===== src/rtl/nearest_k_objects_rotated_defines.svh =====
// Assertion macros shared by the RTL of nearest_k_objects_rotated.
// Expects signals named clk and rst_n in the scope of each use.
`ifndef NEAREST_K_OBJECTS_ROTATED_DEFINES_SVH
`define NEAREST_K_OBJECTS_ROTATED_DEFINES_SVH

// Property checked on every clock edge outside reset
`define NKOR_CHECK(label, prop, msg) \
    label: assert property (@(posedge clk) disable iff (!rst_n) (prop)) \
        else $error(msg);

// Condition in one cycle implies a consequence in the next
`define NKOR_CHECK_NEXT(label, cond, conseq, msg) \
    label: assert property (@(posedge clk) disable iff (!rst_n) (cond) |=> (conseq)) \
        else $error(msg);

`endif


===== src/rtl/nkor_pkg.sv =====
// Shared types and constants for the nearest-object selector.
// No dependencies; imported by nkor_cell, nkor_sqrt and the top level.
package nkor_pkg;

    // Field widths
    localparam int POS_W     = 32;   // signed 16.16 positions
    localparam int TRIG_W    = 16;   // signed Q2.14 cos/sin
    localparam int REL_W     = 34;   // signed 18.16 rotated offsets
    localparam int DIST_W    = 33;   // unsigned 17.16 distance
    localparam int RAD_W     = 68;   // square-root radicand
    localparam int CFG_W     = 32;
    localparam int CFG_IDX_W = 2;

    // Register indexes
    localparam logic [CFG_IDX_W-1:0] REG_VIEWER_X = 2'd0;
    localparam logic [CFG_IDX_W-1:0] REG_VIEWER_Y = 2'd1;
    localparam logic [CFG_IDX_W-1:0] REG_COS_TERM = 2'd2;
    localparam logic [CFG_IDX_W-1:0] REG_SIN_TERM = 2'd3;

    // One kept object
    typedef struct packed {
        logic                     valid;
        logic signed [REL_W-1:0]  forward;
        logic signed [REL_W-1:0]  side;
        logic [DIST_W-1:0]        distance;
    } slot_t;

    // Commands broadcast to the chain of slot cells
    typedef struct packed {
        logic insert;   // place the broadcast object by distance
        logic shift;    // move every slot one place toward the head
    } cell_ctrl_t;

    localparam slot_t SLOT_EMPTY = '0;

endpackage


===== src/rtl/nkor_cell.sv =====
// One slot of the sorted store: holds one object and trades with its neighbors.
// Depends on nkor_pkg.
module nkor_cell (
    input  logic                 clk,
    input  logic                 rst_n,
    input  nkor_pkg::cell_ctrl_t ctrl,
    input  nkor_pkg::slot_t      new_slot,     // object being inserted
    input  nkor_pkg::slot_t      prev_slot,    // neighbor nearer the head
    input  logic                 prev_beaten,
    input  nkor_pkg::slot_t      next_slot,    // neighbor farther from the head
    output nkor_pkg::slot_t      slot,
    output logic                 beaten
);
    import nkor_pkg::*;

    logic                     valid_reg;
    logic                     valid_next;
    logic signed [REL_W-1:0]  forward_reg;
    logic signed [REL_W-1:0]  forward_next;
    logic signed [REL_W-1:0]  side_reg;
    logic signed [REL_W-1:0]  side_next;
    logic [DIST_W-1:0]        distance_reg;
    logic [DIST_W-1:0]        distance_next;
    slot_t                    load;
    logic                     do_load;

    // New object goes ahead of this slot; equal distance keeps the older one
    assign beaten = !valid_reg || (new_slot.distance < distance_reg);

    // Choose what this slot takes this cycle
    always_comb
    begin
        load    = new_slot;
        do_load = 1'b0;
        if (ctrl.shift)
        begin
            load    = next_slot;
            do_load = 1'b1;
        end
        else if (ctrl.insert && beaten)
        begin
            load    = prev_beaten ? prev_slot : new_slot;
            do_load = 1'b1;
        end
        valid_next    = do_load ? load.valid    : valid_reg;
        forward_next  = do_load ? load.forward  : forward_reg;
        side_next     = do_load ? load.side     : side_reg;
        distance_next = do_load ? load.distance : distance_reg;
    end

    always_ff @(posedge clk or negedge rst_n)
    begin
        if (!rst_n)
        begin
            valid_reg <= 1'b0;
        end
        else
        begin
            valid_reg <= valid_next;
        end
    end

    always_ff @(posedge clk)
    begin
        forward_reg  <= forward_next;
        side_reg     <= side_next;
        distance_reg <= distance_next;
    end

    assign slot = '{valid: valid_reg, forward: forward_reg, side: side_reg,
                    distance: distance_reg};

endmodule


===== config.mk =====
export PLATFORM = sky130hd
export DESIGN_NAME = nkor_cell
export DESIGN_NICKNAME = d
export VERILOG_FILES = /design/src/rtl/nearest_k_objects_rotated_defines.svh /design/src/rtl/nkor_pkg.sv /design/src/rtl/nkor_cell.sv
export SDC_FILE = /design/constraint.sdc
export NUM_CORES = 1
export LEC_CHECK = 0
export ABC_AREA = 1
export CAP_MARGIN = 20
export CORE_AREA = 4 4 161 163
export CTS_BUF_LIST = sky130_fd_sc_hd__clkbuf_4
export DETAILED_ROUTE_END_ITERATION = 12
export DIE_AREA = 0 0 165 167
export DONT_BUFFER_PORTS = 1
export GPL_TIMING_DRIVEN = 0
export PLACE_DENSITY_LB_ADDON = 0.05
export SYNTH_ARGS = -nofsm -noshare
export SYNTH_HDL_FRONTEND = slang
export SYNTH_SLANG_ARGS = --single-unit

===== constraint.sdc =====
create_clock -name clk -period 5.25 [get_ports clk]
set_clock_uncertainty 0.2 [all_clocks]
set_input_delay 0.2625 -clock clk [delete_from_list [all_inputs] [get_ports clk]]
set_output_delay 0.2625 -clock clk [all_outputs]
set_load 0.02 [all_outputs]

Word level (Yosys, flattened, before mapping). Index checks and enable logic that the tools add are counted.

Reduce and logical (&&, ||, !) cells: 3. Magnitude comparators: 1. Multiplexer cells: 5.

Operator list (count): 102-bit two-way mux (3); 33-bit less-than comparator (1); 1-bit two-way mux (2); 1-bit logical AND (1); 1-bit zero test (1); 1-bit logical OR (1).

Bits of input ports: 311. Output and inout port bits: 103. Register bits: 102. Logic and storage cells: 13.

Longest topological paths before layout.
Depth in word-level cells: 5. Gate-level depth with buffers: 20. Depth with buffers taken out: 18.

Worst setup path before layout. OpenSTA, ideal clock, no wires.

Path type: reg-to-reg. From: register distance_reg[32]. To: register distance_reg[0] (enable). Setup time: 0.941 ns. Stages on the path, launching flop included: 15. Path buffers: 1. Slack: 0.741 ns. Arrival: 3.368 ns. Data required time: 4.109 ns. Period minus slack after synthesis: 4.509 ns. Path through: edfxtp_1 inv_1 ha_1 nand2_1 nor2_1 nand2_1 nor2_1 nand3_1 nand2_1 nor2_1 nand2_2 nand2_4 nand2_4 buf_2 nand2_1.

Word-level cells in the longest chain between the ends: 5.

Ends and longest elaborated chain: start: declaration (line nkor_cell.sv:22) `logic [DIST_W-1:0] distance_reg;`; start signal: assignment (line nkor_cell.sv:67) `distance_reg <= distance_next;`; 33-bit less-than comparator (line nkor_cell.sv:28) `assign beaten = !valid_reg || (new_slot.distance < distance_reg);`; 1-bit logical OR (line nkor_cell.sv:28); 1-bit logical AND (line nkor_cell.sv:40) `else if (ctrl.insert && beaten)`; 1-bit two-way mux (line nkor_cell.sv:40); 1-bit two-way mux (line nkor_cell.sv:35) `if (ctrl.shift)`; via do_load (line nkor_cell.sv:25) `logic do_load;`.

The timed path passes the listed nets, and every way through them passes these cells. A chain may end at the register's enable or synchronous reset.

==> impl_metrics.csv <==
group,metric,value,unit
outcome,status,"complete, no violations",
final_layout,fin_util,43.5,%
global_routing,gr-total-overflow,0,
timing,tightest_slew,835,ps
clocking,root_buffer,"clkbuf_4",
global_routing,antenna_found_initial,2,
timing,slew_headroom,44.3,%
floorplan,num_io_pins,414,
final_layout,area_delta_synth_final,33.1,%
critical_path,critical_path_class,"register to register",
critical_path,crit_arrival,3680,ps
timing,final_min_period_over_clock_period,66.6,%
routing,vias,8635,
routing,wl_per_cell,18.3,um
floorplan,core-area,0.0243,mm2
clocking,cts_buffer_depth,2,
power,power_density,233,mW/mm2
yosys,synth_cells,1264,
critical_path,r2r_slack,1750,ps
flow_run,maxCapViolations,0,
final_layout,drive_above_1_share,3.09,%
routing,drc,0,
yosys,yosys_warnings,0,
critical_path,cp_slowest_cell,"dlygate4sd3_1",
clocking,cts_tree,"yes",
critical_path,worstPathMaxFanout,10,
floorplan,placementRows,57,
critical_path,start_kind,"register",
critical_path,worstPathCellList,"inv_1 > ha_1 > nand2_1 > inv_1 > nand2_1 > nand2_1 > a21oi_1 > nand2_1 > nor2_1 > nand2_2 > nand2_4 > clkbuf_1 > nand3_1 > nand2_1 > nand2_1 > nand2_1 > dlygate4sd3_1",
yosys,netlist_area,0.00795,mm2
floorplan,die_x,165,um
clocking,cts_made_buffers,9,
global_routing,grt_max_degree,57,
clocking,clock_latency,500,ps
critical_path,r2r_start,"distance_reg[28]$_DFFE_PP_",
yosys,synth.avg_cell_area,6.29,um2
critical_path,path_buf_inv,4,
place,dp_hpwl,24400,um
routing,drtIter0Drc,611,
critical_path,worstRegToRegCells,17,
timing,tns,0,ps
floorplan,start_util,32.7,%
yosys,yosysTopAreaCellShare,40.6,%
worst_hold_path,hold_class,"primary input to async pin",
power,ir_drop,141,uV
place,gp_congestion,0.823,
timing,setup_viol,0,
yosys,synth_largest_area_cell,"nand2_1",
floorplan,die_area,0.0276,mm2
routing,viasPerCell,4.77,
critical_path,r2r_end,"forward_reg[27]$_DFFE_PP_",
power,p_leak,5.54,nW
clocking,cts_sinks,102,
timing,max_freq,0.286,GHz
routing,wl,33100,um
routing,detail-route-antenna-nets,0,
place,io_buffers,0,
critical_path,crit_required,5430,ps
yosys,ys_ff_latch,102,
yosys,synth_nets,1607,
clocking,htree_levels,3,
timing,maxSlewViolCount,0,
clocking,clkTransAtPathRegs,200,ps
timing,rsz0062_at_grt,"no",
critical_path,cp_slowest_stage_delay,560,ps
timing,hold_viol,0,
global_routing,track_usage,23.1,%
yosys,synth_cell_types,19,
global_routing,grt_pass1_vias,8706,
yosys,seq_area_frac_synth,38.5,%
clocking,cts_setup_buffers,0,
routing,first_pass_iters,9,
final_layout,nets,1825,
floorplan,die_y,167,um
critical_path,cpMostUsedCell,"nand2_1",
global_routing,grt_pass1_wl,49400,um
yosys,synth.area.top_cells,"nand2_1 (41%), edfxtp_1 (38%), nand3_1 (6.7%)",
critical_path,crit_cells,17,
critical_path,crit_path_end_kind,"register",
critical_path,crit_family,"buffers and inverters",
timing,period_needed,3500,ps
## power by group
group | switching, mW | internal (mW) | total (mW) | leakage [nW]
Sequential | 0.197 | 1.04 | 1.23 | 1.06
Clock | 0.332 | 0.112 | 0.444 | 0.0737
Combinational | 0.430 | 0.354 | 0.785 | 4.41
## worst max-delay path by stage
| stage | startpoint | to | slack [ps] |
|---|---|---|---|
| floorplan | distance_reg[32]$_DFFE_PP_ | distance_reg[0]$_DFFE_PP_ | 740 |
| global placement | distance_reg[32]$_DFFE_PP_ | side_reg[3]$_DFFE_PP_ | -1350 |
| detailed placement | distance_reg[32]$_DFFE_PP_ | side_reg[7]$_DFFE_PP_ | 1660 |
| CTS | distance_reg[32]$_DFFE_PP_ | distance_reg[20]$_DFFE_PP_ | 1630 |
| global route | distance_reg[32]$_DFFE_PP_ | distance_reg[19]$_DFFE_PP_ | 1430 |
| finish | distance_reg[28]$_DFFE_PP_ | forward_reg[27]$_DFFE_PP_ | 1750 |
## layout by cell type, fill, tap and decap left out, types with 6 or more instances in the layout
master and count:
a21oi_1 13, buf_1 6, buf_2 16, buf_6 6
clkbuf_1 49, clkbuf_4 10, dlygate4sd3_1 206, edfxtp_1 101
ha_1 32, inv_1 50, nand2_1 858, nand3_1 106
nor2_1 15
## metal layers
layer / GRT usage (%) / wire length, um
met5: 0 / 7
met2: 41.4 / 16700
met1: 26.0 / 12600
met3: 7.93 / 3170
met4: 5.82 / 689
## cell type report
cell class / count / area (um2)
Fill cell: 2612 / 13700
Sequential cell: 102 / 3060
Clock buffer: 10 / 75.1
Tap cell: 324 / 405
Buffer: 79 / 369
Inverter: 51 / 191
Antenna cell: 1 / 2.50
Clock inverter: 6 / 51.3
Multi-Input combinational cell: 1032 / 4340
Timing Repair Buffer: 207 / 2090
## logic make-up (layout without fill, tap and decap cells)
group / after synthesis / count (layout) / share of synthesized area, %
simple gates: 984 / 984 / 48.4
flops: 102 / 102 / 38.5
buf+inv: 130 / 353 / 7.05
fa+ha+maj: 32 / 32 / 5.04
compound gates: 16 / 16 / 1.04
other cells: 0 / 1 / 0
## cell usage after synthesis
cell and instances:
buf_6 6, inv_2 1, nand2_2 1, nand2_4 2, buf_2 16, ha_1 32
nand4_1 1, nand2_1 859, nor2_1 15, buf_4 2, nand3_1 106, a21oi_1 13
a21o_1 1, buf_1 6, clkbuf_1 49, dfrtp_1 1, o21ai_0 2, edfxtp_1 101
inv_1 50
## worst reg2reg max path, cell delays in order (launching register included)
cell and delay, ps:
edfxtp_1 540, inv_1 70, ha_1 290, nand2_1 90
inv_1 40, nand2_1 50, nand2_1 40, a21oi_1 200
nand2_1 80, nor2_1 110, nand2_2 90, nand2_4 110
clkbuf_1 530, nand3_1 130, nand2_1 110, nand2_1 60
nand2_1 70, dlygate4sd3_1 560
## what timing repair did
action	4_1_cts	5_1_grt
hold buffers	206	0
resized for setup	0	0
endpoints found under the hold margin	103	0
setup endpoints to repair	0	0
## through the flow
step | cells | area (um2) | hold WS, ps | total power, mW | worst slack (ps)
6_report | 1812 | 10600 | 299 | 2.46 | 1750
5_1_grt | 1812 | 10600 | 290 | 2.63 | 1430
4_1_cts | 1811 | 10600 | 271 | 2.49 | 1630
3_5_place_dp | 1589 | 8390 | -233 | 1.86 | 1660
3_3_place_gp | 1588 | 8350 | -233 | 1.86 | -1350
2_1_floorplan | 1264 | 7950 | -233 | 1.67 | 741
Note: power is estimated with default switching activity, not from simulation.
