--- config.mk ---
export PLATFORM = sky130hd
export DESIGN_NAME = nkor_sqrt
export DESIGN_NICKNAME = d
export VERILOG_FILES = /design/src/rtl/nearest_k_objects_rotated_defines.svh /design/src/rtl/nkor_pkg.sv /design/src/rtl/nkor_sqrt.sv
export SDC_FILE = /design/constraint.sdc
export NUM_CORES = 1
export LEC_CHECK = 0
export BUFFER_PORTS_ARGS = -buffer_cell sky130_fd_sc_hd__buf_4
export CELL_PAD_IN_SITES_DETAIL_PLACEMENT = 0
export CELL_PAD_IN_SITES_GLOBAL_PLACEMENT = 1
export CORE_MARGIN = 4
export CORE_UTILIZATION = 35
export DETAILED_ROUTE_END_ITERATION = 6
export PLACE_DENSITY_LB_ADDON = 0.1
export SLEW_MARGIN = 40
export SYNTH_ARGS = -nofsm -noshare
export SYNTH_HDL_FRONTEND = slang
export SYNTH_SLANG_ARGS = --single-unit
--- constraint.sdc ---
create_clock -name clk -period 3.3 [get_ports clk]
set_input_delay 0.165 -clock clk [delete_from_list [all_inputs] [get_ports clk]]
set_output_delay 0.165 -clock clk [all_outputs]
set_load 0.02 [all_outputs]
--- src/rtl/nearest_k_objects_rotated_defines.svh ---
// Assertion macros shared by the RTL of nearest_k_objects_rotated.
// Expects signals named clk and rst_n in the scope of each use.
`ifndef NEAREST_K_OBJECTS_ROTATED_DEFINES_SVH
`define NEAREST_K_OBJECTS_ROTATED_DEFINES_SVH

// Property checked on every clock edge outside reset
`define NKOR_CHECK(label, prop, msg) \
    label: assert property (@(posedge clk) disable iff (!rst_n) (prop)) \
        else $error(msg);

// Condition in one cycle implies a consequence in the next
`define NKOR_CHECK_NEXT(label, cond, conseq, msg) \
    label: assert property (@(posedge clk) disable iff (!rst_n) (cond) |=> (conseq)) \
        else $error(msg);

`endif

--- src/rtl/nkor_pkg.sv ---
// Shared types and constants for the nearest-object selector.
// No dependencies; imported by nkor_cell, nkor_sqrt and the top level.
package nkor_pkg;

    // Field widths
    localparam int POS_W     = 32;   // signed 16.16 positions
    localparam int TRIG_W    = 16;   // signed Q2.14 cos/sin
    localparam int REL_W     = 34;   // signed 18.16 rotated offsets
    localparam int DIST_W    = 33;   // unsigned 17.16 distance
    localparam int RAD_W     = 68;   // square-root radicand
    localparam int CFG_W     = 32;
    localparam int CFG_IDX_W = 2;

    // Register indexes
    localparam logic [CFG_IDX_W-1:0] REG_VIEWER_X = 2'd0;
    localparam logic [CFG_IDX_W-1:0] REG_VIEWER_Y = 2'd1;
    localparam logic [CFG_IDX_W-1:0] REG_COS_TERM = 2'd2;
    localparam logic [CFG_IDX_W-1:0] REG_SIN_TERM = 2'd3;

    // One kept object
    typedef struct packed {
        logic                     valid;
        logic signed [REL_W-1:0]  forward;
        logic signed [REL_W-1:0]  side;
        logic [DIST_W-1:0]        distance;
    } slot_t;

    // Commands broadcast to the chain of slot cells
    typedef struct packed {
        logic insert;   // place the broadcast object by distance
        logic shift;    // move every slot one place toward the head
    } cell_ctrl_t;

    localparam slot_t SLOT_EMPTY = '0;

endpackage

--- src/rtl/nkor_sqrt.sv ---
// Bit-serial square root, one result bit per cycle, rounded to nearest.
// Depends on nkor_pkg.
module nkor_sqrt (
    input  logic                        clk,
    input  logic                        rst_n,
    input  logic                        start,
    input  logic [nkor_pkg::RAD_W-1:0]  radicand,
    output logic                        done,
    output logic [nkor_pkg::DIST_W-1:0] root
);
    import nkor_pkg::*;

    localparam int STEPS  = RAD_W / 2;
    localparam int ROOT_W = STEPS;
    localparam int REM_W  = ROOT_W + 4;
    localparam int CNT_W  = $clog2(STEPS);

    logic                 busy_reg;
    logic                 busy_next;
    logic                 done_reg;
    logic                 done_next;
    logic [CNT_W-1:0]     cnt_reg;
    logic [CNT_W-1:0]     cnt_next;
    logic [RAD_W-1:0]     rad_reg;
    logic [REM_W-1:0]     rem_reg;
    logic [ROOT_W-1:0]    root_reg;
    logic [REM_W-1:0]     rem_shift;
    logic [REM_W-1:0]     trial;
    logic                 fits;
    logic                 last_step;
    logic                 round_up;
    logic [ROOT_W:0]      root_rnd;

    // One digit step of the restoring root
    assign rem_shift = {rem_reg[REM_W-3:0], rad_reg[RAD_W-1 -: 2]};
    assign trial     = {2'b00, root_reg, 2'b01};
    assign fits      = rem_shift >= trial;
    assign last_step = cnt_reg == CNT_W'(STEPS - 1);

    // Control
    always_comb
    begin
        busy_next = busy_reg;
        cnt_next  = cnt_reg;
        done_next = 1'b0;
        if (start)
        begin
            busy_next = 1'b1;
            cnt_next  = '0;
        end
        else if (busy_reg)
        begin
            cnt_next = cnt_reg + CNT_W'(1);
            if (last_step)
            begin
                busy_next = 1'b0;
                done_next = 1'b1;
            end
        end
    end

    always_ff @(posedge clk or negedge rst_n)
    begin
        if (!rst_n)
        begin
            busy_reg <= 1'b0;
            done_reg <= 1'b0;
            cnt_reg  <= '0;
        end
        else
        begin
            busy_reg <= busy_next;
            done_reg <= done_next;
            cnt_reg  <= cnt_next;
        end
    end

    // Datapath
    always_ff @(posedge clk)
    begin
        if (start)
        begin
            rad_reg  <= radicand;
            rem_reg  <= '0;
            root_reg <= '0;
        end
        else if (busy_reg)
        begin
            rad_reg  <= {rad_reg[RAD_W-3:0], 2'b00};
            rem_reg  <= fits ? (rem_shift - trial) : rem_shift;
            root_reg <= {root_reg[ROOT_W-2:0], fits};
        end
    end

    // Round to nearest, saturate to the output width
    assign round_up = rem_reg > {4'b0000, root_reg};
    assign root_rnd = {1'b0, root_reg} + (ROOT_W + 1)'(round_up);
    assign root     = (|root_rnd[ROOT_W:DIST_W]) ? '1 : root_rnd[DIST_W-1:0];
    assign done     = done_reg;

endmodule

## Word-level counts from Yosys, hierarchy flattened

Cells that the tools add are included.

| storage, ports and cells | value |
|---|---|
| bits in registers | 148 |
| latch bits | 0 |
| memory bits (writable) | 0 |
| ROM bits | 0 |
| input port bits | 71 |
| output and inout port bits | 34 |
| logic and storage cells | 26 |
| memories kept | 0 |

| operators by class | value |
|---|---|
| add/subtract/negate cells | 3 |
| multipliers | 0 |
| div/mod/pow operators | 0 |
| order comparisons | 2 |
| equal/unequal tests | 1 |
| shifts and indexed selects | 0 |
| mux-type cells | 12 |
| bitwise operators | 0 |
| reduce and logical (&&, ||, !) cells | 2 |

Operators by type and width:

| operator | number |
|---|---|
| 68-bit two-way mux | 2 |
| 38-bit by 36-bit >= comparator with 1-bit output | 1 |
| 38-bit by 34-bit > comparator with 1-bit output | 1 |
| 38-bit two-way mux | 1 |
| 38-bit by 36-bit subtractor with 38-bit output | 1 |
| 34-bit by 1-bit adder with 35-bit output | 1 |
| 33-bit two-way mux | 1 |
| 6-bit two-way mux | 2 |
| 6-bit by 1-bit adder with 6-bit output, second input constant | 1 |
| 6-bit equality test, second input constant | 1 |
| 1-bit two-way mux | 6 |
| 2-bit nonzero test | 1 |
| 2-bit OR reduction | 1 |

## Logic depth before layout (Yosys ltp)

Gate-level depths: netlist (run 1).

| depth | value |
|---|---|
| depth after elaboration | 4 |
| mapped depth | 22 |
| mapped depth without buffers | 20 |

## Least setup slack after synthesis (run 1)

OpenSTA, ideal clock, no wires.

| timing | value |
|---|---|
| path kind | register to output |
| start point | register root_reg[3] |
| end point | output root[6] in the netlist's numbering |
| arrival time | 3620 ps |
| required time | 3135 ps |
| setup slack | -485 ps |
| cell stages (with the launch flop) | 23 |
| path buffers | 3 |
| cell sequence | dfxtp_1 -> clkbuf_1 -> inv_1 -> ha_1 -> buf_2 -> o211ai_1 -> a21oi_1 -> nor2b_1 -> o21ai_0 -> a21oi_1 -> o21bai_1 -> a21oi_1 -> o21ai_0 -> ha_1 -> and3_1 -> nand3_1 -> nor2_2 -> and3_1 -> and3_1 -> nand3_1 -> o21ai_2 -> buf_6 -> nand3_1 |

| on the way | value |
|---|---|
| word-level cells in the longest chain between the ends | 4 |

Ends and longest elaborated chain:

| item | RTL line | text |
|---|---|---|
| start: declaration | nkor_sqrt.sv:26 | `logic [ROOT_W-1:0] root_reg;` |
| start signal: assignment | nkor_sqrt.sv:91 | `root_reg <= {root_reg[ROOT_W-2:0], fits};` |
| 38-bit by 34-bit > comparator with 1-bit output | nkor_sqrt.sv:96 | `assign round_up = rem_reg > {4'b0000, root_reg};` |
| 34-bit by 1-bit adder with 35-bit output * | nkor_sqrt.sv:97 | `assign root_rnd = {1'b0, root_reg} + (ROOT_W + 1)'(round_up);` |
| 2-bit OR reduction | nkor_sqrt.sv:98 | `assign root = (\|root_rnd[ROOT_W:DIST_W]) ? '1 : root_rnd[DIST_W-1:0];` |
| 33-bit two-way mux * | nkor_sqrt.sv:98 |  |
| end: declaration | nkor_sqrt.sv:9 | `output logic [nkor_pkg::DIST_W-1:0] root` |

Every way passes the cells marked *; elsewhere a longest branch is shown, timed or not.

## Final worst setup path (run 1)

| timing | value |
|---|---|
| start point | register root_reg[1] |
| end point | output root[30] in the netlist's numbering |

Same word-level chain as after synthesis.

==> impl_results.md, run 1 <==
* Ys Warns at 0
* Mapped Area at 0.00917 mm²
* Setup ws final at -716 ps
* Cell Count, Final, Fillers Out at 1608
* Clk_lat worst skew at 440 ps
* CP endpoint kind: primary output
* CP required at 3130 ps
* Syn Nets at 1076
* Largest register FFs at 68
* Most used cell along the critical path: and3_4
* Max Clk Rate at 249 MHz
* Gr ovfl total at 0
* R2R Setup Slk at 230 ps
* Synth top area share at 22.3%
* Final setup viols at 33
* Power density over the cells at 816 mW/mm²
* Clk slew on worst S/H paths at 70 ps
* Post-synthesis cell type count at 70
* Setup Total Neg Slack at -22580 ps
* DIE AREA at 0.0289 mm²
* Outcome: complete, but fails checks
* Root Buffer: clkbuf_16
* Failing checks: setup timing
* Internal at 6.45 mW
* Synthesis-stage register bit count at 148
* Largest net degree at the start of global routing at 70
* Number of cells produced by synthesis at 964
* CP Launch Type: flop
* Post-synthesis average cell area at 9.52 µm²
* Post-route cell area at 0.0131 mm²
* Dpl cells at 1563
* Reg-to-reg critical path startpoint: root_reg[9]
* Global Route Usage Sum at 19.3%
* Worst setup path class: reg -> out
* Vias in the first global route at 8305
* Period utilization at 122%
* CTS Buffer Depth at 2
* Reg area at 0.00369 mm²
* Die width at 170 µm
* Crit path max fanout at 4
* DR pass1 iterations at 4
* Routed length per instance at 16.8 µm
* Worst Tran Pin Value at 741 ps
* Unrepaired setup endpoints after global routing: yes
* CP bufs+invs at 4
* Row count at 58
* Levels on crit path at 23
* Clock sink count at 148
* NetSw at 4.26 mW
* Final hold slack at 21.7 ps
* WL final at 27.1 mm
* Slowest stage cell, crit path: dfxtp_2
* Post-DP HPWL at 20.0 mm
* CTS buffer count at 17
* # DRC at 0
* Initial Util at 36.0%
* RR Endpoint: rem_reg[37]
* Core area at 0.0255 mm²
* Final Critical Period at 4020 ps
* Post-synthesis adder-cell area fraction at 5.59%
* Clock share of power at 18.8%
* Critical path's top delay family: simple AND/OR/NAND/NOR gates
* Placed inst area at 0.0121 mm²
* Area delta synth->final at 43.1%
* Detailed-route via count at 7880
* Diode count at 0
* Peak VDD IR at 0.561 mV
* Post-synth EDFFs at 68
* Synth Area in XOR/XNOR at 6.30%
* Port Buffer Count at 104
* Final Hold Viols at 0
* Final #Nets at 1377
* Initial antenna violation count at 0
* Critical Path Source: root_reg[1]
* Post-layout util at 51.5%
* First-pass GRT wire length at 44.3 mm
* Simple-gate share of the synthesized area at 15.5%
* Worst-path cell chain: inv_2 -> ha_4 -> nor2b_4 -> o211ai_1 -> a21oi_1 -> nor2b_1 -> o21ai_1 -> a21oi_1 -> o21bai_1 -> a21oi_2 -> o21ai_2 -> ha_4 -> and3_4 -> nand3_4 -> nor2_4 -> and3_4 -> and3_4 -> nand3_4 -> o21ai_4 -> buf_4 -> buf_16 -> nand2_2 -> buf_4
* Worst setup path end: root[30]
* Worst Reg2Reg Path Length in Cells at 12
* # fillers at 2344
* Max-slew violations at 0
* Top cells by area, synth: edfxtp_1, dfxtp_1, mux2_2
* Clk_skew at 14.6 ps
* Worst EP arrival at 3850 ps
* Die Span Y at 170 µm
* Worst hold path type: in -> reg
* Post-synth ARST share at 5.41%
* CTS tree: built
* Combinational share of power at 59.1%
* H-tree depth at 4
* Lkg Pwr at 5.92 nW
* Hold Crit Depth at 2
* Mean number of vias per cell at 4.90
* Multi-input logic area at 0.00543 mm²
* Max transition margin at 50.6%
* Compound-Gate Fraction of Synth Area at 13.9%
* Max stage delay on crit path at 340 ps
* Share of cells above drive strength 1 at 41.6%
* Most used DFF post-synth: dfxtp_1
* Num ports at 105
* Register area share after synthesis at 40.2%
* Post-synthesis mux area share at 13.4%
* Yosys top cell by area: edfxtp_1
* Drt first-iter violations at 334
* GPL Wtd Cong at 0.855
* Max cap viols at 0
* Remaining antenna violation count after routing at 0
* Seq pwr share at 22.1%
* Sw frac at 39.8%
* Largest family of logic cells by synthesized area: simple AND/OR/NAND/NOR gates
cell families after synthesis:
family / after synthesis
AO/OA/AOI/OAI: 188
XOR/XNOR: 66
adder cells (fa/ha/maj): 41
buffers and inverters: 105
flip-flops: 148
multiplexers: 114
AND/OR/NAND/NOR: 302
stage by stage:
| step | power, mW | worst slack (ps) |
|---|---|---|
| detailed placement | 8.42 | -572 |
| CTS | 10.7 | -773 |
| finish | 10.7 | -716 |
| global route | 11.5 | -923 |
| floorplan | 6.22 | -51.9 |
| global placement | 8.43 | -595 |
cell usage after synthesis, drive strengths merged (25+ instances only):
library cell  number
o21ai             45
dfxtp             72
ha                41
xnor2             51
mux2              67
nor2             110
nand4             25
buf               34
edfxtp            68
mux2i             47
inv               47
a21oi             57
nand2             87
worst register-to-register path: stages, from the launching register on:
cell and delay (ps):
dfxtp_1 330, inv_1 70, ha_2 400, nand2_1 80
buf_4 140, nor2_1 240, o2111ai_2 250, and4b_1 340
o31ai_2 390, nand2_1 160, o2111ai_2 230, xor2_1 220
a211oi_2 90
power groups by stage:
| stage | clock network [mW] | logic [mW] | registers, mW |
|---|---|---|---|
| after detailed placement | 0 | 6.02 | 2.40 |
| after floorplan | 0 | 3.84 | 2.38 |
| final | 2.01 | 6.34 | 2.37 |
| after global routing | 2.14 | 7.00 | 2.40 |
| after CTS | 2.07 | 6.22 | 2.37 |
| after global placement | 0 | 6.03 | 2.40 |
worst min-delay path by stage:
stage / startpoint / endpoint
after global placement: rst_n / done
after detailed placement: rst_n / done
after global routing: radicand[12] / rad_reg[12]
after CTS: radicand[54] / rad_reg[54]
after floorplan: rst_n / busy_reg
final: radicand[1] / rad_reg[1]
what timing repair did:
item / in CTS / in global routing
gates cloned: 3 / 0
hold buffers: 2 / 0
hold endpoints to repair: 9 / 0
pin swaps: 19 / 11
setup buffers: 7 / 2
gates resized for setup: 58 / 10
endpoints found under the setup margin: 33 / 36
routing by layer:
metal | wire length (µm) | global-route usage [%] | vias up
met2 | 12500 | 31.3 | 125
li1 | - | - | 4061
met4 | 431 | 4.55 | 0
met1 | 12900 | 26.8 | 3672
met3 | 1180 | 3.60 | 22
met5 | 0 | 0 | -
area by class of cell:
class                   count  share of cell area, %
clock inverters            14                   1.25
flip-flops and latches    148                   28.1
inverters                  47                   1.36
well taps                 330                   3.15
repair buffers            340                   21.5
multi-input cells         711                   41.4
clock buffers              18                   3.27
layout by cell type, fill, tap and decap left out, types with 15 or more instances in the layout:
master	instances
ha_1	33
nand2_4	15
nand4_1	24
nor2_1	106
dfxtp_1	70
clkbuf_16	17
mux2i_1	47
a21oi_1	49
buf_4	297
nand2_1	58
mux2_2	66
xor2_1	15
a211oi_1	21
edfxtp_1	68
o21ai_0	20
inv_1	44
xnor2_1	51
buf_6	30
o21ai_1	19
Note: power is estimated with default switching activity, not from simulation.
==> run 2, diff against run 1 <==
--- a/config.mk
+++ b/config.mk
@@ -7,9 +7,9 @@
 export LEC_CHECK = 0
 export BUFFER_PORTS_ARGS = -buffer_cell sky130_fd_sc_hd__buf_4
 export CELL_PAD_IN_SITES_DETAIL_PLACEMENT = 0
-export CELL_PAD_IN_SITES_GLOBAL_PLACEMENT = 1
+export CELL_PAD_IN_SITES_GLOBAL_PLACEMENT = 2
 export CORE_MARGIN = 4
-export CORE_UTILIZATION = 35
+export CORE_UTILIZATION = 34
 export DETAILED_ROUTE_END_ITERATION = 6
 export PLACE_DENSITY_LB_ADDON = 0.1
 export SLEW_MARGIN = 40
==> run 2 against run 1 <==
Utilization decreased by 0.92 points; cell count increased by 1.4%; via count increased by 1.5%; die area increased by 2.8%; flip-flop and latch count unchanged; sequential power about the same; the flow still finishes with violations (setup timing).
==> impl_results.md, run 2 (same netlist as run 1, synthesis figures left out) <==
* Area delta synth->final at 45.0%
* Gr ovfl total at 0 (unchanged)
* Unrepaired setup endpoints after global routing: yes
* CTS Buffer Depth at 2 (unchanged)
* Placed inst area at 0.0122 mm² (+0.94%)
* Combinational share of power at 59.0% (about the same)
* Drt first-iter violations at 460 (+38%)
* Max stage delay on crit path at 390 ps (+50 ps)
* CP endpoint kind: primary output
* Remaining antenna violation count after routing at 0 (unchanged)
* Final setup viols at 33 (unchanged)
* Reg area at 0.00369 mm² (about the same)
* Vias in the first global route at 8165 (-1.7%)
* NetSw at 4.26 mW (about the same)
* Pre-CTS setup slack at -705 ps (-132 ps)
* Crit path max fanout at 5 (+1)
* Most used cells in the layout excluding fill and tap cells: buf_4, nor2_1, dfxtp_1
* Routed length per instance at 16.6 µm (-1.5%)
* Mean number of vias per cell at 4.90 (about the same)
* Worst EP arrival at 3970 ps (+120 ps)
* Failing checks: setup timing
* Peak VDD IR at 0.335 mV (-40%)
* R2R Setup Slk at 210 ps (-20 ps)
* Clk_lat worst skew at 440 ps (about the same)
* Dpl cells at 1584 (+1.3%)
* CP Launch Type: flop
* CTS buffer count at 17 (unchanged)
* Outcome: complete, but fails checks
* CTS tree: built
* Clk slew on worst S/H paths at 80 ps (about the same)
* Diode count at 0 (unchanged)
* Worst Tran Pin Value at 677 ps (-64.3 ps)
* Clk_skew at 20.8 ps (+6.15 ps)
* Setup ws final at -834 ps (-118 ps)
* Seq pwr share at 22.2% (about the same)
* Max transition margin at 54.9% (+4.3 points)
* Period utilization at 125% (+3.6 points)
* Worst hold path type: in -> reg
* Initial antenna violation count at 0 (unchanged)
* Largest register FFs at 68 (unchanged)
* Post-layout util at 50.6% (-0.92 points)
* Largest net degree at the start of global routing at 72 (+2.9%)
* Post-route cell area at 0.0133 mm² (+1.3%)
* Detailed-route via count at 7997 (+1.5%)
* Num ports at 105 (unchanged)
* Row count at 59 (+1.7%)
* Core area at 0.0263 mm² (+3.2%)
* Sw frac at 39.8% (+0.043 points)
* First-pass GRT wire length at 43.5 mm (-1.9%)
* Levels on crit path at 21 (-8.7%)
* GPL Wtd Cong at 0.815 (-4.6%)
* CP required at 3130 ps (about the same)
* Initial Util at 34.9% (-1.1 points)
* WL final at 27.0 mm (about the same)
* Die Span Y at 172 µm (+1.4%)
* Final Critical Period at 4130 ps (+118 ps)
* Commonest non-fill, non-tap cell in the layout: buf_4
* # DRC at 0 (unchanged)
* Worst Reg2Reg Path Length in Cells at 13 (+1)
* CP bufs+invs at 7 (+3)
* Clock share of power at 18.8% (about the same)
* DIE AREA at 0.0297 mm² (+2.8%)
* Final hold slack at 20.1 ps (-1.64 ps)
* Max-slew violations at 0 (unchanged)
* Critical path's top delay family: simple AND/OR/NAND/NOR gates
* Port Buffer Count at 104 (unchanged)
* Post-DP HPWL at 19.9 mm (-0.61%)
* Share of cells above drive strength 1 at 43.1% (+1.5 points)
* H-tree depth at 4 (unchanged)
* # fillers at 2524 (+7.7%)
* Final Hold Viols at 0 (unchanged)
* Global Route Usage Sum at 18.6% (-0.67 points)
* Max cap viols at 0 (unchanged)
* Slowest stage cell, crit path: nor4_2
* Hold Crit Depth at 2 (unchanged)
* Worst-path cell chain: inv_1 -> ha_4 -> buf_4 -> nand4_1 -> nor4_2 -> nand3_1 -> a21oi_2 -> o21ai_1 -> buf_4 -> ha_4 -> and3_4 -> nand3_4 -> nor2_4 -> and3_4 -> and3_4 -> buf_6 -> o21ai_4 -> buf_12 -> buf_8 -> nand3_4 -> buf_6
* Root Buffer: clkbuf_16
* Final #Nets at 1395 (+1.3%)
* DR pass1 iterations at 5 (+1)
* Cell Count, Final, Fillers Out at 1631 (+1.4%)
* Internal at 6.44 mW (-0.14%)
* Multi-input logic area at 0.00551 mm² (+1.5%)
* Most used cell along the critical path: and3_4
* Power density over the cells at 805 mW/mm² (-1.4%)
* Max Clk Rate at 242 MHz (-2.9%)
* Clock sink count at 148 (unchanged)
* Die width at 172 µm (+1.4%)
* Worst setup path class: reg -> out
* Lkg Pwr at 6.00 nW (+1.4%)
run 2: cell types whose count changed in the layout (fill, tap and decap cells not counted), moves of 3 or more:
cell,previous run,this run
buf_4,297,322
xnor2_2,0,4
nand2_4,15,18
ha_1,33,30
buf_6,30,23
ha_4,6,10
xnor2_1,51,47
run 2: timing repair:
action | in CTS | in global routing
endpoints found under the setup margin | 33 | 36
resized for setup | 54 | 19
cloned | 1 | 0
hold buffers | 3 | 0
buffers inserted | 10 | 1
hold endpoints to repair | 10 | 0
pin swaps | 21 | 16
run 2: through the flow:
stage	TNS (ps)	total power [mW]
after CTS	-28130	10.7
final	-26660	10.7
after detailed placement	-21080	8.50
after global routing	-31930	11.6
after global placement	-22160	8.51
after floorplan	-1200	6.22
run 2: worst paths after layout:
kind,startpoint,endpoint
max in group asynchronous,rst_n,busy_reg
min in group asynchronous,rst_n,cnt_reg[4]
hold reg to reg,rem_reg[36],rem_reg[36]
setup reg to reg,root_reg[10],rem_reg[37]
setup / recovery,root_reg[25],root[6]
hold / removal,radicand[48],rad_reg[48]
run 2: routing by layer:
layer | track usage, % | vias to the layer above | wire length, µm
li1 | - | 4083 | -
met1 | 26.8 | 3767 | 13500
met2 | 29.5 | 129 | 12300
met3 | 2.97 | 18 | 952
met4 | 4.31 | 0 | 303
met5 | 0 | - | 0
run 2: worst reg2reg max path, delay by kind of cell, from the launching register on:
kind            cells  cell delay (ps)
xor+xnor            1              190
fa+ha+maj           1              310
flops               1              340
compound gates      4              940
buf+inv             3              380
simple gates        4              770
run 2: layout make-up:
cell class              instances  area share [%]
clock buffers                  18            3.23
clock inverters                14            1.25
inverters                      47            1.35
multi-input cells             711            41.4
flip-flops and latches        148            27.8
well taps                     335            3.15
repair buffers                358            21.8
run 2: power groups by stage:
stage	clock (mW)	sequential [mW]	combinational, mW
floorplan	0	2.38	3.84
global placement	0	2.40	6.12
detailed placement	0	2.40	6.10
CTS	2.07	2.37	6.29
global route	2.14	2.41	7.02
finish	2.02	2.37	6.32
